**src/hdl/rdps_pkg.sv**
```systemverilog
// Shared constants, types and the quarter-wave sine table for the polar sampler.
// No dependencies; every other file in hdl/ imports this package.
`default_nettype none

package rdps_pkg;

    // Frame geometry
    localparam int FRAME_BITS = 6;
    localparam int FRAME_SIZE = 1 << FRAME_BITS;
    localparam int ADDR_BITS  = 2 * FRAME_BITS;
    localparam int COLOR_BITS = 24;

    // LED bar
    localparam int MAX_LEDS   = 64;
    localparam int LED_BITS   = 6;
    localparam int COUNT_BITS = 7;
    localparam logic [COUNT_BITS-1:0] LED_COUNT_RESET = COUNT_BITS'(32);
    localparam logic [COUNT_BITS-1:0] MIN_LED_COUNT   = COUNT_BITS'(2);
    localparam logic [COUNT_BITS-1:0] MAX_LED_COUNT   = COUNT_BITS'(MAX_LEDS);

    // Angle and fixed point (Q16 fractions)
    localparam int ANGLE_BITS    = 10;
    localparam int PHASE_BITS    = ANGLE_BITS - 2;
    localparam int QUARTER_STEPS = 1 << PHASE_BITS;
    localparam int MAG_BITS      = 17;              // sine magnitude, up to 1.0
    localparam int TRIG_BITS     = MAG_BITS + 1;    // signed sine / cosine
    localparam int OFF_BITS      = 17;              // signed LED offset, -0.5 .. 0.5
    localparam int PROD_BITS     = TRIG_BITS + OFF_BITS;
    localparam int DIV_BITS      = 17;              // width of the constant dividend 1.0
    localparam logic [DIV_BITS-1:0] ONE_Q16  = DIV_BITS'(65536);
    localparam logic [DIV_BITS:0]   HALF_Q16 = (DIV_BITS+1)'(32768);

    // Stream packing
    localparam int S_TDATA_BITS = 48;
    localparam int M_TDATA_BITS = 32;

    localparam logic [63:0] HALF_PI_Q30 = 64'd1686629713;

    typedef logic [MAG_BITS-1:0] sine_table_t [0:QUARTER_STEPS-1];

    // Taylor series of sin over a quarter wave, Q30 internally, rounded to Q16
    function automatic logic [MAG_BITS-1:0] quarter_sine(input int unsigned p);
        logic [63:0] t;
        logic [63:0] t2;
        logic [63:0] term;
        logic [63:0] sum;
        logic [63:0] r;
        t    = (64'(p) * HALF_PI_Q30) >> PHASE_BITS;
        t2   = (t * t) >> 30;
        term = t;
        sum  = t;
        term = ((term * t2) >> 30) / 64'd6;
        sum  = sum - term;
        term = ((term * t2) >> 30) / 64'd20;
        sum  = sum + term;
        term = ((term * t2) >> 30) / 64'd42;
        sum  = sum - term;
        term = ((term * t2) >> 30) / 64'd72;
        sum  = sum + term;
        term = ((term * t2) >> 30) / 64'd110;
        sum  = sum - term;
        r    = (sum + 64'd8192) >> 14;
        if (r > 64'd65536) begin
            r = 64'd65536;
        end
        return r[MAG_BITS-1:0];
    endfunction

    function automatic sine_table_t build_sine_table();
        sine_table_t tbl;
        for (int p = 0; p < QUARTER_STEPS; p++) begin
            tbl[p] = quarter_sine(p);
        end
        return tbl;
    endfunction

    localparam sine_table_t SINE_TABLE = build_sine_table();
    localparam logic [MAG_BITS-1:0] SINE_PEAK = quarter_sine(QUARTER_STEPS);

endpackage

`default_nettype wire

```
**src/hdl/rdps_coord_unit.sv**
```systemverilog
// Shared multiplier: direction times LED offset, then scale, round and clamp
// to a frame coordinate. Depends on rdps_pkg for the fixed-point widths.
`default_nettype none

module rdps_coord_unit
    import rdps_pkg::*;
(
    input  wire logic                        aclk,
    input  wire logic signed [TRIG_BITS-1:0] dir,
    input  wire logic signed [OFF_BITS-1:0]  off,
    output logic             [FRAME_BITS-1:0] coord
);

    // 0.5 in Q32 plus half a frame step, so the shift below rounds half up
    localparam logic signed [PROD_BITS-1:0] BIAS =
        PROD_BITS'((64'd1 << 31) + (64'd1 << (31 - FRAME_BITS)));

    logic signed [PROD_BITS-1:0]  prod_reg;
    logic signed [PROD_BITS-1:0]  rel;
    logic        [FRAME_BITS:0]   scaled;

    // Register the product; the sequencer picks the operand each cycle
    always_ff @(posedge aclk) begin
        prod_reg <= dir * off;
    end

    // Scale by the frame size and clamp the top edge
    assign rel    = prod_reg + BIAS;
    assign scaled = rel[32 -: FRAME_BITS+1];
    assign coord  = scaled[FRAME_BITS] ? {FRAME_BITS{1'b1}} : scaled[FRAME_BITS-1:0];

endmodule

`default_nettype wire

```
**config.mk**
```make
export PLATFORM = sky130hd
export DESIGN_NAME = rdps_coord_unit
export DESIGN_NICKNAME = d
export VERILOG_FILES = /design/src/hdl/rdps_pkg.sv /design/src/hdl/rdps_coord_unit.sv
export SDC_FILE = /design/constraint.sdc
export NUM_CORES = 1
export LEC_CHECK = 0
export ABC_CLOCK_PERIOD_IN_PS = 10670
export BUFFER_PORTS_ARGS = -buffer_cell sky130_fd_sc_hd__buf_4
export CAP_MARGIN = 20
export CORE_ASPECT_RATIO = 1.25
export CORE_MARGIN = 2
export CORE_UTILIZATION = 55
export CTS_BUF_LIST = sky130_fd_sc_hd__clkbuf_8
export DETAILED_ROUTE_END_ITERATION = 8
export GPL_TIMING_DRIVEN = 0
export PLACE_DENSITY = 0.74
export SETUP_SLACK_MARGIN = 0.3
export SLEW_MARGIN = 20
export SYNTH_ARGS = -nofsm -noshare
export SYNTH_HDL_FRONTEND = slang
export SYNTH_SLANG_ARGS = --single-unit
```
**constraint.sdc**
```tcl
create_clock -name aclk -period 10.67 [get_ports aclk]
set_input_delay 2.134 -clock aclk [delete_from_list [all_inputs] [get_ports aclk]]
set_output_delay 2.134 -clock aclk [all_outputs]
set_load 0.02 [all_outputs]
```
==> impl_metrics.yaml <==
routing:
  ant_nets: 0
  dr_total_vias: 7904
  drt_first_iter_violations: 465
  dr.pass1.iters: 5
  via_per_inst: 5.28
  routed_wl_um: 27100
  wl_per_cell_um: 18.1
  drcViolationCount: 0
global_route:
  grt_first_pass_wirelength_um: 45800
  grt_use_total_pct: 28.5
  grt_overflow: 0
  grt_pass1_vias: 9079
  grt_max_degree: 11
  antenna_found_initial: 1
setup_path:
  required_ns: 10.82
  cp-end-kind: "flip-flop"
  cp_max_fo: 10
  crit_path_start_kind: "input pin"
  worstSetupPathType: "in -> reg"
  cp.arrival_ns: 8.32
die:
  core_area_um2: 19500
  dieArea_um2: 21000
  die_h_um: 161
  ios: 42
  start_util_pct: 56.0
  fp-row-count: 57
  die_width_um: 130
yosys:
  syn_nets: 1604
  synthFlopType: "dfxtp_1"
  ys_types: 42
  synth_edf_count: 0
  ys_warn_count: 0
  synthArstFlopShare_pct: 0
  synth_area_um2: 10900
  avgSynthCellArea_um2: 9.16
  synth-seq-cells: 8
  synthCells: 1191
  ys_seq_area_share_pct: 1.47
place:
  hpwl_um: 23600
  io_buffers: 37
  gp_congestion: 0.943
timing:
  rsz0062_at_grt: "false"
  period_share_pct: 76.6
  setup-tns-final_ns: 0
  max_freq_mhz: 122
  relSlewSlack_pct: 49.6
  setup_viol: 0
  maxSlewViolCount: 0
  period_needed_ns: 8.17
  max_slew.worst_pin.slew_ns: 0.757
  hold_violations: 0
clock_network:
  htreeDepth: 1
  clk_pin_slew_ns: 0.04
  cts_buffer_depth: 2
  numCtsBuffers: 3
  root_buffer: "clkbuf_8"
  cts.sinks: 8
  postCtsSetupRepairBufs: 0
  cts_tree: "built"
  ctsHoldBuffers: 0
  cts-resized-gates: 0
final_layout:
  multi_input_area_um2: 9360
  area_growth_pct: 5.99
  layout_common_cells: "331 x inv_1, 296 x fa_1, 151 x and2_1, 151 x nand2_1, 81 x ha_1"
  fin_nets: 1646
  layout-drive-gt1-share_pct: 3.82
  regArea_um2: 160
  largest_reg_flops: 8
  final_common_cell: "inv_1"
  n_fill_cell: 1702
run:
  drv_cap: 0
status:
  status: "finished clean"
hold_path:
  hp-class: "in -> reg"
## synth_stat cells (7+ instances only)
library cell | n | share of area [%]
a21oi_1 | 16 | 0.73
and2_1 | 151 | 8.7
clkbuf_1 | 38 | 1.3
dfxtp_1 | 8 | 1.5
fa_1 | 296 | 54
ha_1 | 81 | 9.3
inv_1 | 331 | 11
nand2_1 | 151 | 5.2
nand2b_1 | 11 | 0.63
nand3_1 | 7 | 0.32
nor2_1 | 15 | 0.52
o21ai_0 | 12 | 0.55
xnor2_1 | 22 | 1.8
xor2_1 | 8 | 0.64
## logic make-up after synthesis
kind of cell	count (synthesis)	share of synthesized area, %
AND/OR/NAND/NOR	353	16.4
flip-flops	8	1.47
buffers and inverters	371	12.8
XOR/XNOR	30	2.41
AO/OA/AOI/OAI	52	3.41
adder cells (fa/ha/maj)	377	63.6
## metrics by stage
stage / hold WS, ns / setup slack, ns / instance area [um2] / std cells / util [%]
2_1_floorplan: 2.52 / 3.09 / 10900 / 1191 / -
3_3_place_gp: 2.72 / 2.36 / 11500 / 1493 / 59.2
3_5_place_dp: 2.72 / 2.38 / 11500 / 1493 / 59.2
4_1_cts: 2.65 / 2.59 / 11600 / 1496 / 59.4
5_1_grt: 2.67 / 2.19 / 11600 / 1496 / 59.4
6_report: 2.64 / 2.50 / 11600 / 1497 / 59.4
## metal layers
layer | share of wire [%] | track usage, %
met4 | 5.8 | 12.2
met1 | 37 | 35.5
met2 | 50 | 49.4
met5 | 0 | 0
met3 | 7.5 | 3.81
## critical path: stages
cell,delay [ns]
clkbuf_1,0.51
clkbuf_1,0.52
nand2_1,0.15
fa_1,0.52
inv_1,0.06
fa_1,0.50
inv_1,0.06
fa_1,0.57
inv_1,0.06
fa_1,0.44
fa_1,0.49
inv_1,0.05
fa_1,0.47
inv_1,0.04
ha_1,0.38
nand2_1,0.07
o21ai_0,0.44
nand2b_1,0.12
o221a_2,0.34
o21ai_0,0.22
xor2_1,0.18
## final timing paths
check | endpoint | cells past startpoint | slack [ns] | startpoint
hold / removal | prod_reg[32]$_DFF_P_ | 5 | 2.64 | dir[17]
setup / recovery | prod_reg[28]$_DFF_P_ | 21 | 2.50 | off[10]
## final cells by class
class	instances	area share [%]
Timing Repair Buffer	37	2.40
Clock buffer	3	0.357
Inverter	331	10.7
Multi-Input combinational cell	812	80.9
Sequential cell	8	1.38
Buffer	40	1.30
Antenna cell	1	0.0216
Tap cell	265	2.87
Power is left out: the tool's default activity adds up to more than one toggle a clock period on the data nets, which glitch-free logic cannot reach.
