==> src/hdl/rdps_pkg.sv <==
// Shared constants, types and the quarter-wave sine table for the polar sampler.
// No dependencies; every other file in hdl/ imports this package.
`default_nettype none

package rdps_pkg;

    // Frame geometry
    localparam int FRAME_BITS = 6;
    localparam int FRAME_SIZE = 1 << FRAME_BITS;
    localparam int ADDR_BITS  = 2 * FRAME_BITS;
    localparam int COLOR_BITS = 24;

    // LED bar
    localparam int MAX_LEDS   = 64;
    localparam int LED_BITS   = 6;
    localparam int COUNT_BITS = 7;
    localparam logic [COUNT_BITS-1:0] LED_COUNT_RESET = COUNT_BITS'(32);
    localparam logic [COUNT_BITS-1:0] MIN_LED_COUNT   = COUNT_BITS'(2);
    localparam logic [COUNT_BITS-1:0] MAX_LED_COUNT   = COUNT_BITS'(MAX_LEDS);

    // Angle and fixed point (Q16 fractions)
    localparam int ANGLE_BITS    = 10;
    localparam int PHASE_BITS    = ANGLE_BITS - 2;
    localparam int QUARTER_STEPS = 1 << PHASE_BITS;
    localparam int MAG_BITS      = 17;              // sine magnitude, up to 1.0
    localparam int TRIG_BITS     = MAG_BITS + 1;    // signed sine / cosine
    localparam int OFF_BITS      = 17;              // signed LED offset, -0.5 .. 0.5
    localparam int PROD_BITS     = TRIG_BITS + OFF_BITS;
    localparam int DIV_BITS      = 17;              // width of the constant dividend 1.0
    localparam logic [DIV_BITS-1:0] ONE_Q16  = DIV_BITS'(65536);
    localparam logic [DIV_BITS:0]   HALF_Q16 = (DIV_BITS+1)'(32768);

    // Stream packing
    localparam int S_TDATA_BITS = 48;
    localparam int M_TDATA_BITS = 32;

    localparam logic [63:0] HALF_PI_Q30 = 64'd1686629713;

    typedef logic [MAG_BITS-1:0] sine_table_t [0:QUARTER_STEPS-1];

    // Taylor series of sin over a quarter wave, Q30 internally, rounded to Q16
    function automatic logic [MAG_BITS-1:0] quarter_sine(input int unsigned p);
        logic [63:0] t;
        logic [63:0] t2;
        logic [63:0] term;
        logic [63:0] sum;
        logic [63:0] r;
        t    = (64'(p) * HALF_PI_Q30) >> PHASE_BITS;
        t2   = (t * t) >> 30;
        term = t;
        sum  = t;
        term = ((term * t2) >> 30) / 64'd6;
        sum  = sum - term;
        term = ((term * t2) >> 30) / 64'd20;
        sum  = sum + term;
        term = ((term * t2) >> 30) / 64'd42;
        sum  = sum - term;
        term = ((term * t2) >> 30) / 64'd72;
        sum  = sum + term;
        term = ((term * t2) >> 30) / 64'd110;
        sum  = sum - term;
        r    = (sum + 64'd8192) >> 14;
        if (r > 64'd65536) begin
            r = 64'd65536;
        end
        return r[MAG_BITS-1:0];
    endfunction

    function automatic sine_table_t build_sine_table();
        sine_table_t tbl;
        for (int p = 0; p < QUARTER_STEPS; p++) begin
            tbl[p] = quarter_sine(p);
        end
        return tbl;
    endfunction

    localparam sine_table_t SINE_TABLE = build_sine_table();
    localparam logic [MAG_BITS-1:0] SINE_PEAK = quarter_sine(QUARTER_STEPS);

endpackage

`default_nettype wire

==> src/hdl/rdps_divider.sv <==
// Restoring divider: one quotient bit per cycle of 1.0 (Q16) by the LED span.
// Depends on rdps_pkg for DIV_BITS and LED_BITS.
`default_nettype none

module rdps_divider
    import rdps_pkg::*;
(
    input  wire logic                aclk,
    input  wire logic                aresetn,
    input  wire logic                start,
    input  wire logic [LED_BITS-1:0] divisor,
    output logic      [DIV_BITS-1:0] quotient,
    output logic      [LED_BITS-1:0] remainder,
    output logic                     done
);

    localparam int CNT_BITS = $clog2(DIV_BITS);

    logic                busy_reg;
    logic                done_reg;
    logic [CNT_BITS-1:0] cnt_reg;
    logic [DIV_BITS-1:0] dvd_reg;
    logic [DIV_BITS-1:0] quo_reg;
    logic [LED_BITS-1:0] rem_reg;
    logic [LED_BITS-1:0] dsr_reg;

    logic [LED_BITS:0]   trial;
    logic [LED_BITS:0]   diff;
    logic                fits;

    // Trial subtract of the divisor from the shifted partial remainder
    assign trial = {rem_reg, dvd_reg[DIV_BITS-1]};
    assign fits  = (trial >= {1'b0, dsr_reg});
    assign diff  = trial - {1'b0, dsr_reg};

    // Control
    always_ff @(posedge aclk) begin
        if (!aresetn) begin
            busy_reg <= 1'b0;
            done_reg <= 1'b0;
            cnt_reg  <= '0;
        end else begin
            done_reg <= 1'b0;
            if (start) begin
                busy_reg <= 1'b1;
                cnt_reg  <= '0;
            end else if (busy_reg) begin
                if (cnt_reg == CNT_BITS'(DIV_BITS - 1)) begin
                    busy_reg <= 1'b0;
                    done_reg <= 1'b1;
                end
                cnt_reg <= cnt_reg + 1'b1;
            end
        end
    end

    // Datapath: shift in one dividend bit, produce one quotient bit
    always_ff @(posedge aclk) begin
        if (start) begin
            dvd_reg <= ONE_Q16;
            quo_reg <= '0;
            rem_reg <= '0;
            dsr_reg <= divisor;
        end else if (busy_reg) begin
            dvd_reg <= {dvd_reg[DIV_BITS-2:0], 1'b0};
            quo_reg <= {quo_reg[DIV_BITS-2:0], fits};
            rem_reg <= fits ? diff[LED_BITS-1:0] : trial[LED_BITS-1:0];
        end
    end

    assign quotient  = quo_reg;
    assign remainder = rem_reg;
    assign done      = done_reg;

endmodule

`default_nettype wire

==> config.mk <==
export PLATFORM = sky130hd
export DESIGN_NAME = rdps_divider
export DESIGN_NICKNAME = d
export VERILOG_FILES = /design/src/hdl/rdps_pkg.sv /design/src/hdl/rdps_divider.sv
export SDC_FILE = /design/constraint.sdc
export NUM_CORES = 1
export LEC_CHECK = 0
export BUFFER_PORTS_ARGS = -buffer_cell sky130_fd_sc_hd__buf_2
export CORE_MARGIN = 3
export CORE_UTILIZATION = 30
export CTS_BUF_LIST = sky130_fd_sc_hd__clkbuf_2 sky130_fd_sc_hd__clkbuf_4 sky130_fd_sc_hd__clkbuf_8
export DETAILED_ROUTE_END_ITERATION = 7
export GPL_TIMING_DRIVEN = 1
export PLACE_DENSITY_LB_ADDON = 0.3
export SYNTH_ARGS = -nofsm -noshare
export SYNTH_HDL_FRONTEND = slang
export SYNTH_SLANG_ARGS = --single-unit
==> constraint.sdc <==
create_clock -name aclk -period 1.7 [get_ports aclk]
set_input_delay 0.34 -clock aclk [delete_from_list [all_inputs] [get_ports aclk]]
set_output_delay 0.34 -clock aclk [all_outputs]
set_load 0.01 [all_outputs]
==> results.py <==
metrics = {
    "detailed_routing": {
        "drt_iter0_markers": 84,
        "first_pass_iters": 4,
        "wl_per_cell_um": 11.61,
        "drc": 0,
        "drtAntennaViolNets": 0,
        "vias": 1251,
        "routed_wl_mm": 3.275,
        "via_per_inst": 4.436,
    },
    "synth": {
        "synth-main-ff-cell": "dfxtp_1",
        "synthTopCellsByArea": "dfxtp_1 37%, mux2i_1 13%, edfxtp_1 11%",
        "synth.most_common_cell": "dfxtp_1",
        "synthCells": 162,
        "syn_nets": 181,
        "ys_warn_count": 0,
        "synth_xor_area_share_pct": 3.693,
        "synth_edf_count": 6,
        "synth_area_per_cell_um2": 10.25,
        "ys_seq_area_share_pct": 48.23,
        "syn-cell-area_mm2": 0.001660,
        "synth_top_area_share_pct": 37.38,
        "ys_ff_latch": 37,
        "synth_top_cell_by_area": "dfxtp_1",
        "synth.area.mux_share_pct": 13.26,
        "yosys.area_share.adder_pct": 7.988,
        "postSynth.asyncResetShare_pct": 0,
        "synth_compound_area_share_pct": 7.913,
        "synth_cell_types": 30,
        "yosys.area_share.simple_pct": 14.24,
        "synth_commonest_cells": "31 x dfxtp_1, 30 x nor2_1, 22 x mux2i_1",
        "synth_top_family_by_area": "simple AND/OR/NAND/NOR gates",
    },
    "placement": {
        "place.gp.congestion": 0.7736,
        "io_buffer_count": 32,
        "post-place-ws_ns": -0.1251,
        "dp_hpwl_mm": 2.408,
        "place_area_mm2": 0.002047,
    },
    "floorplan": {
        "dieArea_mm2": 0.006463,
        "io-pin-count": 33,
        "rows": 26,
        "die_w_um": 80.40,
        "design.core.area_mm2": 0.005238,
        "initial_utilization_pct": 31.70,
        "die_h_um": 80.40,
    },
    "clock_tree": {
        "cts_tree": "yes",
        "ctsHoldBuffers": 0,
        "cts.sinks": 37,
        "path_clk_slew_ns": 0.08,
        "clk_root_buffer_cell": "clkbuf_8",
        "clk_latency_ns": 0.28,
        "clk_path_buf_depth": 2,
        "post_cts_buffers": 0,
        "numCtsBuffers": 5,
        "cts.htree.levels": 2,
    },
    "pwr": {
        "power.leakage_nw": 0.9859,
        "vdd_ir_drop_max_uv": 472.2,
        "power_density_mw_per_mm2": 985.9,
    },
    "critical_path": {
        "startpoint": "dsr_reg[0]$_DFFE_PP_",
        "r2r_start": "dsr_reg[0]$_DFFE_PP_",
        "startpoint_type": "register",
        "cp_cell_sequence": "ha_4, nand2b_4, a211oi_2, o311a_1, buf_6, a21o_1, a311oi_2",
        "max_stage_delay_ns": 0.44,
        "cp.required_ns": 1.90,
        "cp_slowest_cell": "edfxtp_1",
        "cp-end-kind": "register",
        "crit_arrival_ns": 2.03,
        "cp_max_fo": 5,
        "critPathKind": "register to register",
    },
    "layout": {
        "antenna_cells": 0,
        "utilization_pct": 42.50,
        "multiInputGateArea_um2": 882.1,
        "area_growth_pct": 34.06,
        "largest_reg_flops": 17,
        "regArea_um2": 800.8,
        "final_nets": 230,
        "drive_gt1_share_pct": 34.91,
        "fillers": 507,
        "final_area_mm2": 0.002226,
    },
    "grt": {
        "grt_overflow": 0,
        "grt_pass1_wl_mm": 5.678,
        "track_usage_pct": 11.28,
        "grt_pass1_vias": 1305,
        "antenna_found_initial": 0,
        "grt_max_degree": 23,
    },
    "timing": {
        "slew_violations": 0,
        "slew_headroom_pct": 70.52,
        "final.setup.tns_ns": -0.4406,
        "rsz0062_at_grt": "yes",
        "setup_ws_ns": -0.1361,
        "setup_violations": 6,
        "hold_viol": 0,
        "clock-skew-final_ns": 0.005334,
        "max_freq_ghz": 0.5446,
        "min_period_over_period_pct": 108.0,
        "fin_crit_ns": 1.836,
        "worstMarginPinSlew_ns": 0.4422,
    },
    "run_status": {
        "violations": "setup timing",
        "status": "complete, but fails checks",
    },
    "hold_path": {
        "min_from": "divisor[2]",
        "hp-class": "input port to register",
    },
    "job": {
        "cap_violations": 0,
    },
}
==> final cells by class <==
cell class / count / area share [%]
Sequential cell: 37 / 35.98
Multi-Input combinational cell: 107 / 39.63
Inverter: 10 / 1.686
Tap cell: 70 / 3.935
Clock buffer: 6 / 3.710
Clock inverter: 2 / 1.630
Timing Repair Buffer: 50 / 13.43
==> critical path: cells and delay by family, from the launching register on <==
family | cells | cell delay (ns)
adders and majority gates | 1 | 0.30
AOI/OAI and AO/OA | 4 | 0.76
buffers and inverters | 1 | 0.14
and+or+nand+nor | 1 | 0.11
DFF | 1 | 0.44
==> power breakdown <==
| part | internal (mW) | switching [mW] | leakage [nW] |
|---|---|---|---|
| logic | 0.242 | 0.212 | 0.614 |
| registers | 0.926 | 0.0265 | 0.310 |
| clock network | 0.478 | 0.311 | 0.0617 |
| total | 1.65 | 0.549 | 0.986 |
==> what timing repair did <==
item / 4_1_cts / 5_1_grt
resized for setup: 4 / 6
pin swaps: 2 / 4
setup endpoints to repair: 6 / 7
==> placed cells by master (no fill, tap or decap), types with 2 or more instances in the layout <==
cell type / count
a211oi_1: 4
a21o_1: 2
a21oi_1: 2
buf_2: 32
buf_4: 17
clkbuf_8: 6
dfxtp_1: 31
edfxtp_1: 6
ha_1: 3
ha_4: 5
inv_1: 9
mux2i_1: 22
nand2_1: 3
nand2b_1: 2
nand2b_4: 2
nand4_1: 3
nor2_1: 30
nor2b_1: 2
nor3_1: 5
xnor2_1: 3
xor2_1: 4
==> per-layer routing <==
| layer | global-route usage (%) | vias to the layer above | routed length, um |
|---|---|---|---|
| li1 | - | 650 | - |
| met1 | 13.51 | 576 | 1551 |
| met2 | 18.46 | 23 | 1538 |
| met3 | 4.148 | 2 | 169 |
| met4 | 4.054 | 0 | 14 |
| met5 | 0 | - | 0 |
==> metrics by stage <==
step,cells,hold slack (ns),power (mW)
2_1_floorplan,162,0.4305,1.247
3_3_place_gp,274,0.4395,1.390
3_5_place_dp,274,0.4515,1.388
4_1_cts,282,0.2163,2.208
5_1_grt,282,0.2080,2.322
6_report,282,0.2294,2.195
==> cell families (layout without fill, tap and decap cells) <==
family / Yosys count / after routing
compound gates: 17 / 17
mux: 22 / 22
simple gates: 51 / 51
flops: 37 / 37
fa+ha+maj: 10 / 10
buf+inv: 18 / 68
xor+xnor: 7 / 7
==> final timing paths <==
kind                                                   to  slack, ns  cells after the start
worst min-delay path                 dsr_reg[2]$_DFFE_PP_       0.23                      1
worst max-delay path            remainder[5]$_SDFFE_PP0P_      -0.14                      7
worst max register to register  remainder[5]$_SDFFE_PP0P_      -0.14                      7
worst min register to register   dvd_reg[16]$_SDFFE_PP1P_       0.48                      1
Note: power is estimated with default switching activity, not from simulation.
